$ cat src/rtl/sfn_pkg.sv
// Shared types and constants for the short file name formatter.
package sfn_pkg;

  localparam int unsigned NameBytes  = 11;
  localparam int unsigned IdxW       = 4;
  localparam int unsigned QueueDepth = 2;

  localparam logic [7:0]      SpaceChar = 8'h20;
  localparam logic [IdxW-1:0] LastIdx   = IdxW'(NameBytes - 1);

  typedef struct packed {
    logic [NameBytes-1:0][7:0] name;
    logic                      ok;
  } sfn_rec_t;

endpackage

$ cat src/rtl/short_filename_formatter.sv
// Top level of the 8.3 short file name formatter.
//
//  channel  direction  handshake                 payload
//  cfg      in         cfg_we_i                  cfg_wdata_i (allow_wildcards)
//  in       in         in_valid_i / in_stall_o   char_code_i, end_of_name_i
//  out      out        out_valid_o / out_stall_i name_byte_o, byte_index_o,
//                                                name_ok_o, last_byte_o
//
//  Each character transaction is registered into the front end parse registers.
//  A terminator queues the finished name; the back end then loads it from the queue
//  into its output register and emits its 11 bytes at one per cycle unless stalled.
//  The two-entry queue lets the front end keep parsing while bytes drain;
//  a terminator stalls only when the queue is full.
//  Reset clears the parse state, sets the name store to spaces and disables wildcards.
module short_filename_formatter import sfn_pkg::*; #(
  parameter int unsigned MAX_INPUT_CHARS = 12
) (
  input  logic            clk_i,
  input  logic            rst_ni,
  input  logic            cfg_we_i,
  input  logic            cfg_wdata_i,
  input  logic            in_valid_i,
  output logic            in_stall_o,
  input  logic [7:0]      char_code_i,
  input  logic            end_of_name_i,
  output logic            out_valid_o,
  input  logic            out_stall_i,
  output logic [7:0]      name_byte_o,
  output logic [IdxW-1:0] byte_index_o,
  output logic            name_ok_o,
  output logic            last_byte_o
);

  logic     push;
  sfn_rec_t push_data;
  logic     q_full;
  logic     q_valid;
  logic     pop;
  sfn_rec_t pop_data;

  sfn_front #(
    .MaxInputChars(MAX_INPUT_CHARS)
  ) u_front (
    .clk_i        (clk_i),
    .rst_ni       (rst_ni),
    .cfg_we_i     (cfg_we_i),
    .cfg_wdata_i  (cfg_wdata_i),
    .in_valid_i   (in_valid_i),
    .in_stall_o   (in_stall_o),
    .char_code_i  (char_code_i),
    .end_of_name_i(end_of_name_i),
    .full_i       (q_full),
    .push_o       (push),
    .push_data_o  (push_data)
  );

  sfn_queue u_queue (
    .clk_i      (clk_i),
    .rst_ni     (rst_ni),
    .push_i     (push),
    .push_data_i(push_data),
    .full_o     (q_full),
    .pop_i      (pop),
    .valid_o    (q_valid),
    .pop_data_o (pop_data)
  );

  sfn_back u_back (
    .clk_i       (clk_i),
    .rst_ni      (rst_ni),
    .q_valid_i   (q_valid),
    .q_data_i    (pop_data),
    .pop_o       (pop),
    .out_valid_o (out_valid_o),
    .out_stall_i (out_stall_i),
    .name_byte_o (name_byte_o),
    .byte_index_o(byte_index_o),
    .name_ok_o   (name_ok_o),
    .last_byte_o (last_byte_o)
  );

endmodule

$ cat src/rtl/sfn_front.sv
// Front end: checks name characters, builds the padded 8.3 name, queues it on terminator.
module sfn_front import sfn_pkg::*; #(
  parameter int unsigned MaxInputChars = 12
) (
  input  logic     clk_i,
  input  logic     rst_ni,
  input  logic     cfg_we_i,
  input  logic     cfg_wdata_i,
  input  logic     in_valid_i,
  output logic     in_stall_o,
  input  logic [7:0] char_code_i,
  input  logic     end_of_name_i,
  input  logic     full_i,
  output logic     push_o,
  output sfn_rec_t push_data_o
);

  localparam int unsigned LenW   = $clog2(MaxInputChars + 2);
  localparam logic [LenW-1:0] LenMax = LenW'(MaxInputChars);
  localparam logic [LenW-1:0] LenSat = LenW'(MaxInputChars + 1);

  localparam logic [7:0] DotChar   = 8'h2E;
  localparam logic [7:0] StarChar  = 8'h2A;
  localparam logic [7:0] QuestChar = 8'h3F;
  localparam logic [7:0] EnqChar   = 8'h05;
  localparam logic [7:0] LowA      = 8'h61;
  localparam logic [7:0] LowZ      = 8'h7A;
  localparam logic [7:0] CaseDelta = 8'h20;

  localparam logic [3:0] BaseMax = 4'd8;
  localparam logic [3:0] BaseSat = 4'd9;
  localparam logic [2:0] ExtMax  = 3'd3;
  localparam logic [2:0] ExtSat  = 3'd4;

  function automatic logic is_forbidden(input logic [7:0] c);
    logic hit;
    case (c)
      8'h22, 8'h2B, 8'h2C, 8'h2F,
      8'h3A, 8'h3B, 8'h3C, 8'h3D, 8'h3E,
      8'h5B, 8'h5C, 8'h5D, 8'h7C: hit = 1'b1;
      default:                     hit = 1'b0;
    endcase
    return hit;
  endfunction

  logic                      allow_wild_q;
  logic [LenW-1:0]           len_q, len_d;
  logic [3:0]                base_q, base_d;
  logic [2:0]                ext_q, ext_d;
  logic                      dot_q, dot_d;
  logic                      rej_q, rej_d;
  logic [NameBytes-1:0][7:0] store_q, store_d;

  logic       take_char;
  logic       take_term;
  logic [7:0] upper_char;
  logic       name_ok;

  assign in_stall_o = in_valid_i && end_of_name_i && full_i;
  assign take_char  = in_valid_i && !in_stall_o && !end_of_name_i;
  assign take_term  = in_valid_i && !in_stall_o && end_of_name_i;

  assign upper_char = (char_code_i >= LowA && char_code_i <= LowZ) ?
                      (char_code_i - CaseDelta) : char_code_i;

  always_comb begin
    len_d   = len_q;
    base_d  = base_q;
    ext_d   = ext_q;
    dot_d   = dot_q;
    rej_d   = rej_q;
    store_d = store_q;
    if (take_term) begin
      len_d   = '0;
      base_d  = '0;
      ext_d   = '0;
      dot_d   = 1'b0;
      rej_d   = 1'b0;
      store_d = {NameBytes{SpaceChar}};
    end else if (take_char) begin
      if (len_q == '0 && char_code_i == DotChar) begin
        rej_d = 1'b1;
      end
      if (len_q != LenSat) begin
        len_d = len_q + 1'b1;
      end
      if (len_d > LenMax) begin
        rej_d = 1'b1;
      end
      if ((char_code_i <= SpaceChar && char_code_i != EnqChar) || char_code_i[7]) begin
        rej_d = 1'b1;
      end
      if (is_forbidden(char_code_i)) begin
        rej_d = 1'b1;
      end
      if ((char_code_i == StarChar || char_code_i == QuestChar) && !allow_wild_q) begin
        rej_d = 1'b1;
      end
      if (char_code_i == DotChar) begin
        if (dot_q) begin
          rej_d = 1'b1;
        end
        dot_d = 1'b1;
      end else if (!dot_q) begin
        if (base_q < BaseMax) begin
          store_d[base_q] = upper_char;
        end
        if (base_q != BaseSat) begin
          base_d = base_q + 1'b1;
        end
        if (base_d > BaseMax) begin
          rej_d = 1'b1;
        end
      end else begin
        if (ext_q < ExtMax) begin
          store_d[IdxW'(BaseMax) + IdxW'(ext_q)] = upper_char;
        end
        if (ext_q != ExtSat) begin
          ext_d = ext_q + 1'b1;
        end
        if (ext_d > ExtMax) begin
          rej_d = 1'b1;
        end
      end
    end
  end

  always_ff @(posedge clk_i or negedge rst_ni) begin
    if (!rst_ni) begin
      allow_wild_q <= 1'b0;
      len_q        <= '0;
      base_q       <= '0;
      ext_q        <= '0;
      dot_q        <= 1'b0;
      rej_q        <= 1'b0;
      store_q      <= {NameBytes{SpaceChar}};
    end else begin
      if (cfg_we_i) begin
        allow_wild_q <= cfg_wdata_i;
      end
      len_q   <= len_d;
      base_q  <= base_d;
      ext_q   <= ext_d;
      dot_q   <= dot_d;
      rej_q   <= rej_d;
      store_q <= store_d;
    end
  end

  assign name_ok          = !rej_q && (len_q != '0);
  assign push_o           = take_term;
  assign push_data_o.ok   = name_ok;
  assign push_data_o.name = name_ok ? store_q : {NameBytes{SpaceChar}};

endmodule

$ cat src/rtl/sfn_queue.sv
// Two-entry queue of finished names between front and back end.
module sfn_queue import sfn_pkg::*; (
  input  logic     clk_i,
  input  logic     rst_ni,
  input  logic     push_i,
  input  sfn_rec_t push_data_i,
  output logic     full_o,
  input  logic     pop_i,
  output logic     valid_o,
  output sfn_rec_t pop_data_o
);

  localparam int unsigned PtrW = $clog2(QueueDepth);
  localparam int unsigned CntW = $clog2(QueueDepth + 1);

  sfn_rec_t        mem_q [QueueDepth];
  logic [PtrW-1:0] wr_ptr_q;
  logic [PtrW-1:0] rd_ptr_q;
  logic [CntW-1:0] cnt_q;

  assign full_o     = cnt_q == CntW'(QueueDepth);
  assign valid_o    = cnt_q != '0;
  assign pop_data_o = mem_q[rd_ptr_q];

  always_ff @(posedge clk_i) begin
    if (push_i) begin
      mem_q[wr_ptr_q] <= push_data_i;
    end
  end

  always_ff @(posedge clk_i or negedge rst_ni) begin
    if (!rst_ni) begin
      wr_ptr_q <= '0;
      rd_ptr_q <= '0;
      cnt_q    <= '0;
    end else begin
      if (push_i) begin
        wr_ptr_q <= (wr_ptr_q == PtrW'(QueueDepth - 1)) ? '0 : wr_ptr_q + 1'b1;
      end
      if (pop_i) begin
        rd_ptr_q <= (rd_ptr_q == PtrW'(QueueDepth - 1)) ? '0 : rd_ptr_q + 1'b1;
      end
      case ({push_i, pop_i})
        2'b10:   cnt_q <= cnt_q + 1'b1;
        2'b01:   cnt_q <= cnt_q - 1'b1;
        default: cnt_q <= cnt_q;
      endcase
    end
  end

`ifndef SYNTHESIS
  assert property (@(posedge clk_i) disable iff (!rst_ni) full_o |-> !push_i)
    else $error("queue overflow");
  assert property (@(posedge clk_i) disable iff (!rst_ni) !valid_o |-> !pop_i)
    else $error("queue underflow");
`endif

endmodule

$ cat src/rtl/sfn_back.sv
// Back end: streams the eleven bytes of each queued name through an output register.
module sfn_back import sfn_pkg::*; (
  input  logic            clk_i,
  input  logic            rst_ni,
  input  logic            q_valid_i,
  input  sfn_rec_t        q_data_i,
  output logic            pop_o,
  output logic            out_valid_o,
  input  logic            out_stall_i,
  output logic [7:0]      name_byte_o,
  output logic [IdxW-1:0] byte_index_o,
  output logic            name_ok_o,
  output logic            last_byte_o
);

  logic            out_valid_q;
  logic [IdxW-1:0] idx_q;
  sfn_rec_t        rec_q;
  logic            out_take;
  logic            at_last;

  assign out_take = out_valid_q && !out_stall_i;
  assign at_last  = idx_q == LastIdx;
  assign pop_o    = q_valid_i && (!out_valid_q || (out_take && at_last));

  always_ff @(posedge clk_i) begin
    if (pop_o) begin
      rec_q <= q_data_i;
    end
  end

  always_ff @(posedge clk_i or negedge rst_ni) begin
    if (!rst_ni) begin
      out_valid_q <= 1'b0;
      idx_q       <= '0;
    end else if (pop_o) begin
      out_valid_q <= 1'b1;
      idx_q       <= '0;
    end else if (out_take) begin
      if (at_last) begin
        out_valid_q <= 1'b0;
      end else begin
        idx_q <= idx_q + 1'b1;
      end
    end
  end

  assign out_valid_o  = out_valid_q;
  assign name_byte_o  = rec_q.name[idx_q];
  assign byte_index_o = idx_q;
  assign name_ok_o    = rec_q.ok;
  assign last_byte_o  = at_last;

`ifndef SYNTHESIS
  assert property (@(posedge clk_i) disable iff (!rst_ni) out_valid_q |-> idx_q <= LastIdx)
    else $error("byte index out of range");
  assert property (@(posedge clk_i) disable iff (!rst_ni)
    (out_valid_q && out_stall_i) |=> (out_valid_q && $stable(idx_q)))
    else $error("stalled byte advanced");
`endif

endmodule

$ cat config.mk
export PLATFORM = sky130hd
export DESIGN_NAME = short_filename_formatter
export DESIGN_NICKNAME = d
export VERILOG_FILES = /design/src/rtl/sfn_pkg.sv /design/src/rtl/short_filename_formatter.sv /design/src/rtl/sfn_front.sv /design/src/rtl/sfn_queue.sv /design/src/rtl/sfn_back.sv
export SDC_FILE = /design/constraint.sdc
export NUM_CORES = 1
export LEC_CHECK = 0
export ABC_AREA = 1
export BUFFER_PORTS_ARGS = -buffer_cell sky130_fd_sc_hd__buf_2
export CORE_UTILIZATION = 63
export CTS_CLUSTER_DIAMETER = 30
export CTS_CLUSTER_SIZE = 40
export DETAILED_ROUTE_END_ITERATION = 12
export GPL_ROUTABILITY_DRIVEN = 0
export HOLD_SLACK_MARGIN = 0.05
export PLACE_DENSITY = 0.8
export SLEW_MARGIN = 20
export SYNTH_ARGS = -nofsm -noshare
export SYNTH_HDL_FRONTEND = slang
export SYNTH_HIERARCHICAL = 1
export SYNTH_SLANG_ARGS = --single-unit
$ cat constraint.sdc
create_clock -name clk_i -period 6.25 [get_ports clk_i]
set_input_delay 0.625 -clock clk_i [delete_from_list [all_inputs] [get_ports clk_i]]
set_output_delay 0.625 -clock clk_i [all_outputs]
set_load 0.005 [all_outputs]
== Word-level counts from Yosys, hierarchy flattened ==
Memories as Yosys holds them, arrays and structs flattened. A register that Yosys moved wholly into a read port is not among the register bits.
Index checks and enable logic that the tools add are counted.

* Reductions and logical operators: 41
* Muxes and demuxes: 68
* $lt $le $gt $ge: 13
* Eq/ne operators: 28
* $add $sub $neg: 10

{| class="wikitable"
|+ Operators by type and width
! cell !! number
|-
| 88-bit 2-to-1 mux || 7
|-
| 88-bit bitwise mux || 2
|-
| 8-bit by 6-bit equality test with 1-bit output, second input constant || 12
|-
| 4-bit 2-to-1 mux || 17
|-
| 8-bit demux with 4-bit select || 2
|-
| 8-bit binary-select mux with 4-bit select || 1
|-
| 8-bit by 7-bit equality test with 1-bit output, second input constant || 4
|-
| 8-bit 2-to-1 mux || 4
|-
| 3-bit 2-to-1 mux || 9
|-
| 1-bit 2-to-1 mux || 25
|-
| 1-bit logical AND || 15
|-
| 4-bit by 5-bit less-than comparator with 1-bit output, second input constant || 3
|-
| 2-bit nonzero test || 7
|-
| 13-bit OR reduction || 1
|-
| 4-bit by 1-bit adder with 4-bit output, second input constant || 3
|-
| 4-bit by 1-bit greater-or-equal comparator with 1-bit output, second input constant || 2
|-
| 8-bit by 7-bit greater-or-equal comparator with 1-bit output, second input constant || 1
|-
| 4-bit > comparator, second input constant || 2
|-
| 8-bit by 6-bit <= comparator with 1-bit output, second input constant || 1
|-
| 8-bit by 7-bit <= comparator with 1-bit output, second input constant || 1
|-
| 4-bit != test, second input constant || 2
|-
| 8-bit by 3-bit != test with 1-bit output, second input constant || 1
|-
| 8-bit by 6-bit subtractor with 8-bit output, second input constant || 1
|-
| 1-bit zero test || 6
|-
| 23 further kinds || 31
|}

* RAM bits: 178
* Flip-flop bits (word level): 111
* Input port bits: 15
* Memories kept: 1
* Logic and storage cells: 183
* Output and inout bits: 16

{| class="wikitable"
|+ Memory list
! memory !! words !! bits a word !! rd ports !! clocked after Yosys merged registers in !! wr ports !! line !! text
|-
| u_queue.mem_q || 2 || 89 || 1 || 1 || 1 || sfn_queue.sv:16 || <nowiki>sfn_rec_t mem_q [QueueDepth];</nowiki>
|}

== Depth between registers and ports, before layout ==
Gate-level depths: netlist (run 1).

* Depth after elaboration: 17
* Gate-level depth with buffers: 13

== Hierarchy ==
Netlist (run 1), hierarchy kept.

{| class="wikitable"
|+ Modules (own cells, without submodules)
! module !! area each (sq um) !! cells an instance !! instances !! sequential area each (sq um)
|-
| sfn_queue || 6916.6 || 489 || 1 || 5445.2
|-
| sfn_front || 5759.3 || 845 || 1 || 2566.2
|-
| sfn_back || 3977.6 || 351 || 1 || 2797.7
|}

== Least setup slack after synthesis (run 1) ==
OpenSTA, ideal clock, no wires.

* Path type: input -> register
* Start: input port in_valid_i
* End: memory u_queue/mem_q[0][0] (netlist name), enable pin
* Arrival: 5.034 ns
* Stages on the path: 7
* Path slack: 0.678 ns
* Setup time: 0.538 ns
* Buffers on the path: 1
* Cell sequence: inv_1 > a21oi_4 > nand2_2 > buf_2 > inv_1 > inv_1 > nor2_1

* Word-level cells in the longest chain between the ends: 7

{| class="wikitable"
|+ Ends and longest elaborated chain
! item !! line !! text
|-
| start, declared || short_filename_formatter.sv:22 || <nowiki>input logic in_valid_i,</nowiki>
|-
| 1-bit logical AND (2 in a row) || sfn_front.sv:59 || <nowiki>assign in_stall_o = in_valid_i && end_of_name_i && full_i;</nowiki>
|-
| 1-bit zero test || sfn_front.sv:61 || <nowiki>assign take_term = in_valid_i && !in_stall_o && end_of_name_i;</nowiki>
|-
| 1-bit logical AND (*) (2 in a row) || sfn_front.sv:61 ||
|-
| named net push || short_filename_formatter.sv:34 || <nowiki>logic push;</nowiki>
|-
| 1-bit 2-to-1 mux (*) || sfn_queue.sv:26 || <nowiki>if (push_i) begin</nowiki>
|-
| 1-bit 2-to-1 mux (implied by the code) (*) || sfn_queue.sv:27 || <nowiki>mem_q[wr_ptr_q] <= push_data_i;</nowiki>
|-
| end, declared || sfn_queue.sv:16 ||
|}

Mark *: on every way through the listed nets, which the timed path passes. The rest lies on a longest branch.

== Worst setup path after layout (run 1) ==
* Start: register u_back.idx_q[1] (netlist: u_back/byte_index_o[1])
* End: output port name_byte_o[0]

* Word-level cells in the longest chain between the ends: 2

{| class="wikitable"
|+ Ends and longest elaborated chain
! item !! line !! text
|-
| start, declared || sfn_back.sv:17 || <nowiki>logic [IdxW-1:0] idx_q;</nowiki>
|-
| start signal, assigned || sfn_back.sv:43 || <nowiki>idx_q <= idx_q + 1'b1;</nowiki>
|-
| 8-bit binary-select mux with 4-bit select || sfn_back.sv:49 || <nowiki>assign name_byte_o = rec_q.name[idx_q];</nowiki>
|-
| 8-bit 2-to-1 mux (implied by the code) || sfn_back.sv:49 ||
|-
| end, declared || short_filename_formatter.sv:28 || <nowiki>output logic [7:0] name_byte_o,</nowiki>
|}

Every way passes these cells. The select of a mux whose other input is x is not followed.

==> impl_results.md, run 1 <==
- Post-synth ARST share: 29.4%
- ANT cells: 0
- Total track usage: 29.1%
- Largest net degree at the start of global routing: 90
- Layout fillers: 1,553
- Deepest clock path buffer count: 3
- Core area: approximately 26,000 sq um
- Grt total ovfl: 0
- Hold Fails Final Rpt: 0
- Gates resized, CTS repair: 0
- Period utilization: between 60% and 70%
- DR pass1 iterations: 6
- Die Area: 27,100 sq um
- Vias in the first global route: 11,200
- Number of antenna-violating nets in the routed design: 0
- Fin nets: 1,767
- Setup CP Type: register to primary output
- Initial core utilization: 64.1%
- Total Wirelength: 38,000 um
- Post-Place Setup Slack: around 2.7 ns
- Clk network pwr share: 39.2%
- Status: finished, final reports clean
- RSZ-0062 raised after global routing: false
- Placed instance area: around 17,000 sq um
- Clk sinks: 378
- DR DRC count: 0
- Ratio of cells with drive above 1 in the final layout: 13.2%
- Commonest non-fill, non-tap cells in the layout: nand2_1 (537), edfxtp_1 (267), inv_1 (259)
- Core Rows: 59
- DP Wirelength: 22,300 um
- Minimum clock period: 3.77 ns
- Synth warn: 6
- Drt wl/cell: 17.9 um
- Min-delay worst type: input pin to async pin
- H-tree lvl count: 3
- Slew HR: 36.0%
- Sequential share of the synthesized area: 64.9%
- Syn nets: 1,715
- Crit path setup slack, layout: 2.48 ns
- VDD IR max: around 0.49 mV
- Seq. cell area: 10,800 sq um
- Commonest non-fill, non-tap cell in the layout: nand2_1
- CTS buffer count: 66
- Dominant synthesized flop cell: edfxtp_1
- Clock Skew: 0.0173 ns
- First-pass GRT wire length: 59,000 um
- Hold slack: 0.157 ns
- CP required: 5.62 ns
- Top Ports: 31
- Fmax: 265 MHz
- Sw Pwr: 3040 uW
- Hold buffer count at cts: 0
- Clock latency on the worst-skew pair: 0.55 ns
- Max FO, Critical Path: 24
- Vias: about 12,000
- Multi-input logic area: 4450 sq um
- Syn Inst Count: ~1,700
- Least-Margin Pin Slew: 0.959 ns
- Number of synthesized register bits: ~380
- CTS tree: done
- Yosys cell types: 39
- Switching part of the total: 32.2%
- EDFF count, synth: 267
- Logic pwr share: roughly a fifth
- Fin area: between 15,000 and 20,000 sq um
- Post-synthesis cell area: approximately 17,000 sq um
- Initial antenna violation count: 1
- Die width: roughly 160 um
- Flop pwr share: 39.4%
- Final setup fails: 0
- Root buffer cell: clkbuf_16
- Critical path launch point type: register
- Syn_area_per_cell: 9.88 sq um
- PortBufs: 30
- Postcts setup bufs: 0
- Setup crit end kind: primary output
- Die Y: between 150 and 200 um
- Setup Total Neg Slack: 0 ns
- Internal power: 6400 uW
- CTS clock-pin slew for the worst setup and hold paths: 0.05 ns
- P&R area growth vs syn: 15.8%
- Pwr dens: 489 nW/um^2
- 1st-iter DRT viols: 1,507
- Avg Vias per Cell: approximately 5.5
- Slew Viols, Final: 0
- CP arrival: 3.14 ns
- Max cap viols: 0
- Leakage: 0.00854 uW
-- power groups by stage --
stage                     registers, uW  clock network [uW]  logic (uW)
after global routing               3770                3850        2230
after CTS                          3710                3730        1990
final                              3720                3700        2010
after global placement             3720                   0        1860
after detailed placement           3740                   0        1920
after floorplan                    3590                   0        1540
-- area by class of cell --
cell class	count	area share (%)
clock buffer	79	9.20
clock inverter	43	2.93
inverter	269	5.28
multi-input combinational	980	23.1
sequential	378	56.1
tap	335	2.17
timing repair buffer	42	1.26
-- path summary, 6_finish.rpt --
| path | start | endpoint | slack [ns] | depth (start not counted) |
|---|---|---|---|---|
| min in group clk_i | cfg_we_i | u_front/allow_wild_q$_DFFE_PN0P_ | 0.30 | 2 |
| worst max register to register | u_queue/cnt_q[0]$_DFFE_PN0P_ | u_queue/mem_q[1][32]$_DFFE_PP_ | 2.75 | 7 |
| worst min-delay path | rst_ni | u_back/byte_index_o[2]$_DFFE_PN0P_ | 0.16 | 1 |
| worst max-delay path | u_back/byte_index_o[1]$_DFFE_PN0P_ | name_byte_o[0] | 2.48 | 6 |
| worst min register to register | u_front/store_q[37]$_DFFE_PN1P_ | u_front/store_q[37]$_DFFE_PN1P_ | 0.46 | 2 |
| max in group asynchronous | rst_ni | u_front/store_q[81]$_DFFE_PN0P_ | 4.85 | 2 |
-- per-layer routing --
layer  global-route usage, %  part of all wire [%]  vias to the layer above
met1                    39.0                    40                     5576
met2                    47.9                    49                      619
met5                       0                 0.026                        -
li1                        -                     -                     5471
met3                    4.92                   8.3                       91
met4                    11.1                   3.0                        2
-- synth_stat cells (15+ instances only) --
library cell    n  area [sq um]
edfxtp_1      267          8020
dfrtp_1       100          2500
nand2_1       537          2020
buf_6          16           180
clkbuf_1       24          90.1
nand3_1        60           300
nor2_1        150           563
o21ai_0       101           505
o21ai_2        21           184
ha_1           15           188
inv_1         260           976
a21oi_1        17          85.1
-- logic make-up (layout without fill, tap and decap cells) --
family | count (synthesis) | after routing | share of synthesized area [%]
fa+ha+maj | 15 | 15 | 1.13
flops | 378 | 378 | 64.9
xor+xnor | 3 | 3 | 0.158
simple gates | 803 | 803 | 19.9
buf+inv | 327 | 433 | 8.43
compound gates | 159 | 159 | 5.52
-- critical path, cell delays in order (launching register included) --
cell	delay (ns)
dfrtp_1	0.69
inv_1	0.80
o21ai_0	0.29
o21ai_0	0.48
nand2_1	0.10
nand2_1	0.11
buf_2	0.12
-- flip-flops by register name, summed over array words and instances (netlist names) --
name and count:
u_queue/mem_q 178, u_back/rec_q 88, u_front/store_q 88, u_back/byte_index_o 4
u_front/base_q 4, u_front/len_q 4, u_front/ext_q 3, u_queue/cnt_q 2
u_back/name_ok_o 1, u_back/out_valid_o 1, u_front/allow_wild_q 1, u_front/dot_q 1
u_front/rej_q 1, u_queue/rd_ptr_q 1, u_queue/wr_ptr_q 1
-- through the flow --
step / instances / power [uW] / util (%)
after detailed placement: 2004 / 5660 / 65.2
after global routing: 2126 / 9860 / 74.2
after global placement: 2004 / 5580 / 65.2
after floorplan: 1685 / 5120 / -
after CTS: 2126 / 9440 / 74.2
final: 2126 / 9440 / 74.2
No activity file was read; power rests on OpenSTA's default activity.
==> run 2, diff against run 1 <==
- clock period: 6.25 -> 3.6 ns (I/O delays scaled with it)
==> run 2 against run 1 <==
  * Critical path depth did not move
  * Non-clock buffer count rose by 9
  * Combinational power rose by 88%
  * Sequential cell count did not move
  * Clock power rose by 86%
  * Clock skew rose by 0.0086 ns
  * Wire length rose by 6.3%
  * Register-to-register slack got worse by 1.9 ns
  * Final area rose by 1.6%
  * Critical path type unchanged
  * Critical endpoint is now name_byte_o[2]
  * Largest power group is now the clock network
==> impl_results.md, run 2 (synthesized netlist as in run 1, its figures left out) <==
- Logic pwr share: 22.1%
- CP required: 3.24 ns
- Total track usage: 31.0%
- Clk network pwr share: around 40%
- Root buffer cell: clkbuf_16
- Die Area: 27,100 sq um
- FF-to-FF setup slack: between 0.8 and 0.9 ns
- Grt total ovfl: 0
- Gates resized, CTS repair: 0
- Largest regs: u_queue/mem_q x178, u_back/rec_q x88, u_front/store_q x88
- Critical path launch point type: register
- ANT cells: 0
- Clock Skew: between 0.02 and 0.03 ns
- CP max stage delay: roughly 0.60 ns
- VDD IR max: 0.909 mV
- Pwr dens: 870 nW/um^2
- Core area: ~26,000 sq um
- Slew Viols, Final: 0
- Number of antenna-violating nets in the routed design: 0
- Final setup fails: 0
- Least-Margin Pin Slew: 0.818 ns
- Post-Place Setup Slack: slightly above 0.9 ns
- Flop pwr share: 37.5%
- Vias: between 10,000 and 15,000
- Delay-heaviest family, CP: compound AO/OA/AOI/OAI gates
- Layout fillers: around 1,600
- Most flops, register: u_queue/mem_q
- Worst path slowest cell: inv_1
- Setup Total Neg Slack: 0 ns
- Hold buffer count at cts: 4
- Internal power: 11,500 uW
- Largest net degree at the start of global routing: 92
- First-pass GRT wire length: 62,600 um
- Initial antenna violation count: 1
- PortBufs: 30
- Sw Pwr: roughly 5500 uW
- Clock latency on the worst-skew pair: 0.58 ns
- Ratio of cells with drive above 1 in the final layout: 13.8%
- Die width: ~160 um
- H-tree lvl count: 3
- Commonest non-fill, non-tap cell in the layout: nand2_1
- Core Rows: 59
- Fin nets: between 1,500 and 2,000
- CP arrival: 2.66 ns
- Minimum clock period: 3.02 ns
- Drt wl/cell: 18.8 um
- RSZ-0062 raised after global routing: false
- Crit path cell chain: inv_1, o21ai_0, o21ai_0, nand2_1, nand2_1, buf_2
- Max FO, Critical Path: 20
- Min-delay worst type: input pin to register
- Status: finished, final reports clean
- Leakage: 0.00867 uW
- Avg Vias per Cell: between 5 and 6
- DR pass1 iterations: 6
- Slew HR: 45.4%
- Die Y: 165 um
- Postcts setup bufs: 0
- Total Wirelength: between 40,000 and 50,000 um
- Top Ports: 31
- Initial core utilization: 64.1%
- 1st-iter DRT viols: 1,596
- DR DRC count: 0
- CTS clock-pin slew for the worst setup and hold paths: 0.05 ns
- Fin area: 19,600 sq um
- Fmax: 331 MHz
- Commonest non-fill, non-tap cells in the layout: nand2_1 (537), edfxtp_1 (267), inv_1 (259)
- Clk sinks: 378
- Placed instance area: about 17,000 sq um
- CTS buffer count: 71
- Vias in the first global route: 12,100
- Hold Fails Final Rpt: 0
- DP Wirelength: between 20,000 and 25,000 um
- CTS tree: done
- Period utilization: 84.0%
- Number of flip-flops in the largest register: 178
- Switching part of the total: 32.4%
- P&R area growth vs syn: 17.6%
- Crit path setup slack, layout: 0.576 ns
- Max cap viols: 0
- Critical path buffers and inverters: 2
- Setup CP Type: register to primary output
- Deepest clock path buffer count: 3
- Setup crit end kind: primary output
## run 2: worst paths after layout
path / from / to / cells after the start
max: u_back/byte_index_o[1]$_DFFE_PN0P_ / name_byte_o[2] / 6
min: end_of_name_i / u_front/len_q[2]$_DFFE_PN0P_ / 3
max reg2reg: u_queue/cnt_q[1]$_DFFE_PN0P_ / u_front/store_q[82]$_DFFE_PN0P_ / 11
min reg2reg: u_front/store_q[45]$_DFFE_PN1P_ / u_front/store_q[45]$_DFFE_PN1P_ / 2
max in group asynchronous: rst_ni / u_front/base_q[2]$_DFFE_PN0P_ / 3
min in group asynchronous: rst_ni / u_back/byte_index_o[2]$_DFFE_PN0P_ / 2
## run 2: per-stage QoR
| stage | utilization [%] | hold slack, ns | cells | total power (uW) |
|---|---|---|---|---|
| after floorplan | - | 0.0644 | 1685 | 8890 |
| after global placement | 65.6 | 0.453 | 2009 | 9840 |
| after detailed placement | 65.6 | 0.456 | 2009 | 10000 |
| after CTS | 75.4 | 0.193 | 2145 | 17000 |
| after global routing | 75.4 | 0.219 | 2145 | 17800 |
| final | 75.4 | 0.211 | 2145 | 17000 |
## run 2: worst register-to-register path, cell delays in order (launching register included)
cell and delay, ns:
dfrtp_1 0.37, inv_1 0.09, nor2_1 0.08, a21oi_4 0.21, nand2_2 0.12, buf_4 0.26, nand2_1 0.15, nand2_2 0.30
inv_2 0.51, nand2_1 0.30, nand2_1 0.16, nand2_1 0.06
## run 2: power by group through the flow
stage | Combinational (uW) | Clock, uW | Sequential, uW
after floorplan | 2670 | 0 | 6220
after global placement | 3450 | 0 | 6390
after detailed placement | 3580 | 0 | 6420
after CTS | 3730 | 6920 | 6380
after global routing | 4150 | 7150 | 6470
final | 3770 | 6870 | 6400
## run 2: per-layer routing
metal	track usage (%)	vias up	part of all wire, %
met5	0	-	0.030
met4	12.8	2	2.6
met3	5.73	95	8.7
met2	50.9	665	50
met1	40.8	5865	39
li1	-	5505	-
## run 2: layout make-up
| cell class | instances | area [sq um] | area share, % |
|---|---|---|---|
| clock buffer | 83 | 1840 | 9.41 |
| inverter | 269 | 1020 | 5.19 |
| clock inverter | 49 | 669 | 3.42 |
| sequential | 378 | 10800 | 55.2 |
| timing repair buffer | 51 | 383 | 1.95 |
| tap | 335 | 419 | 2.14 |
| multi-input combinational | 980 | 4450 | 22.7 |
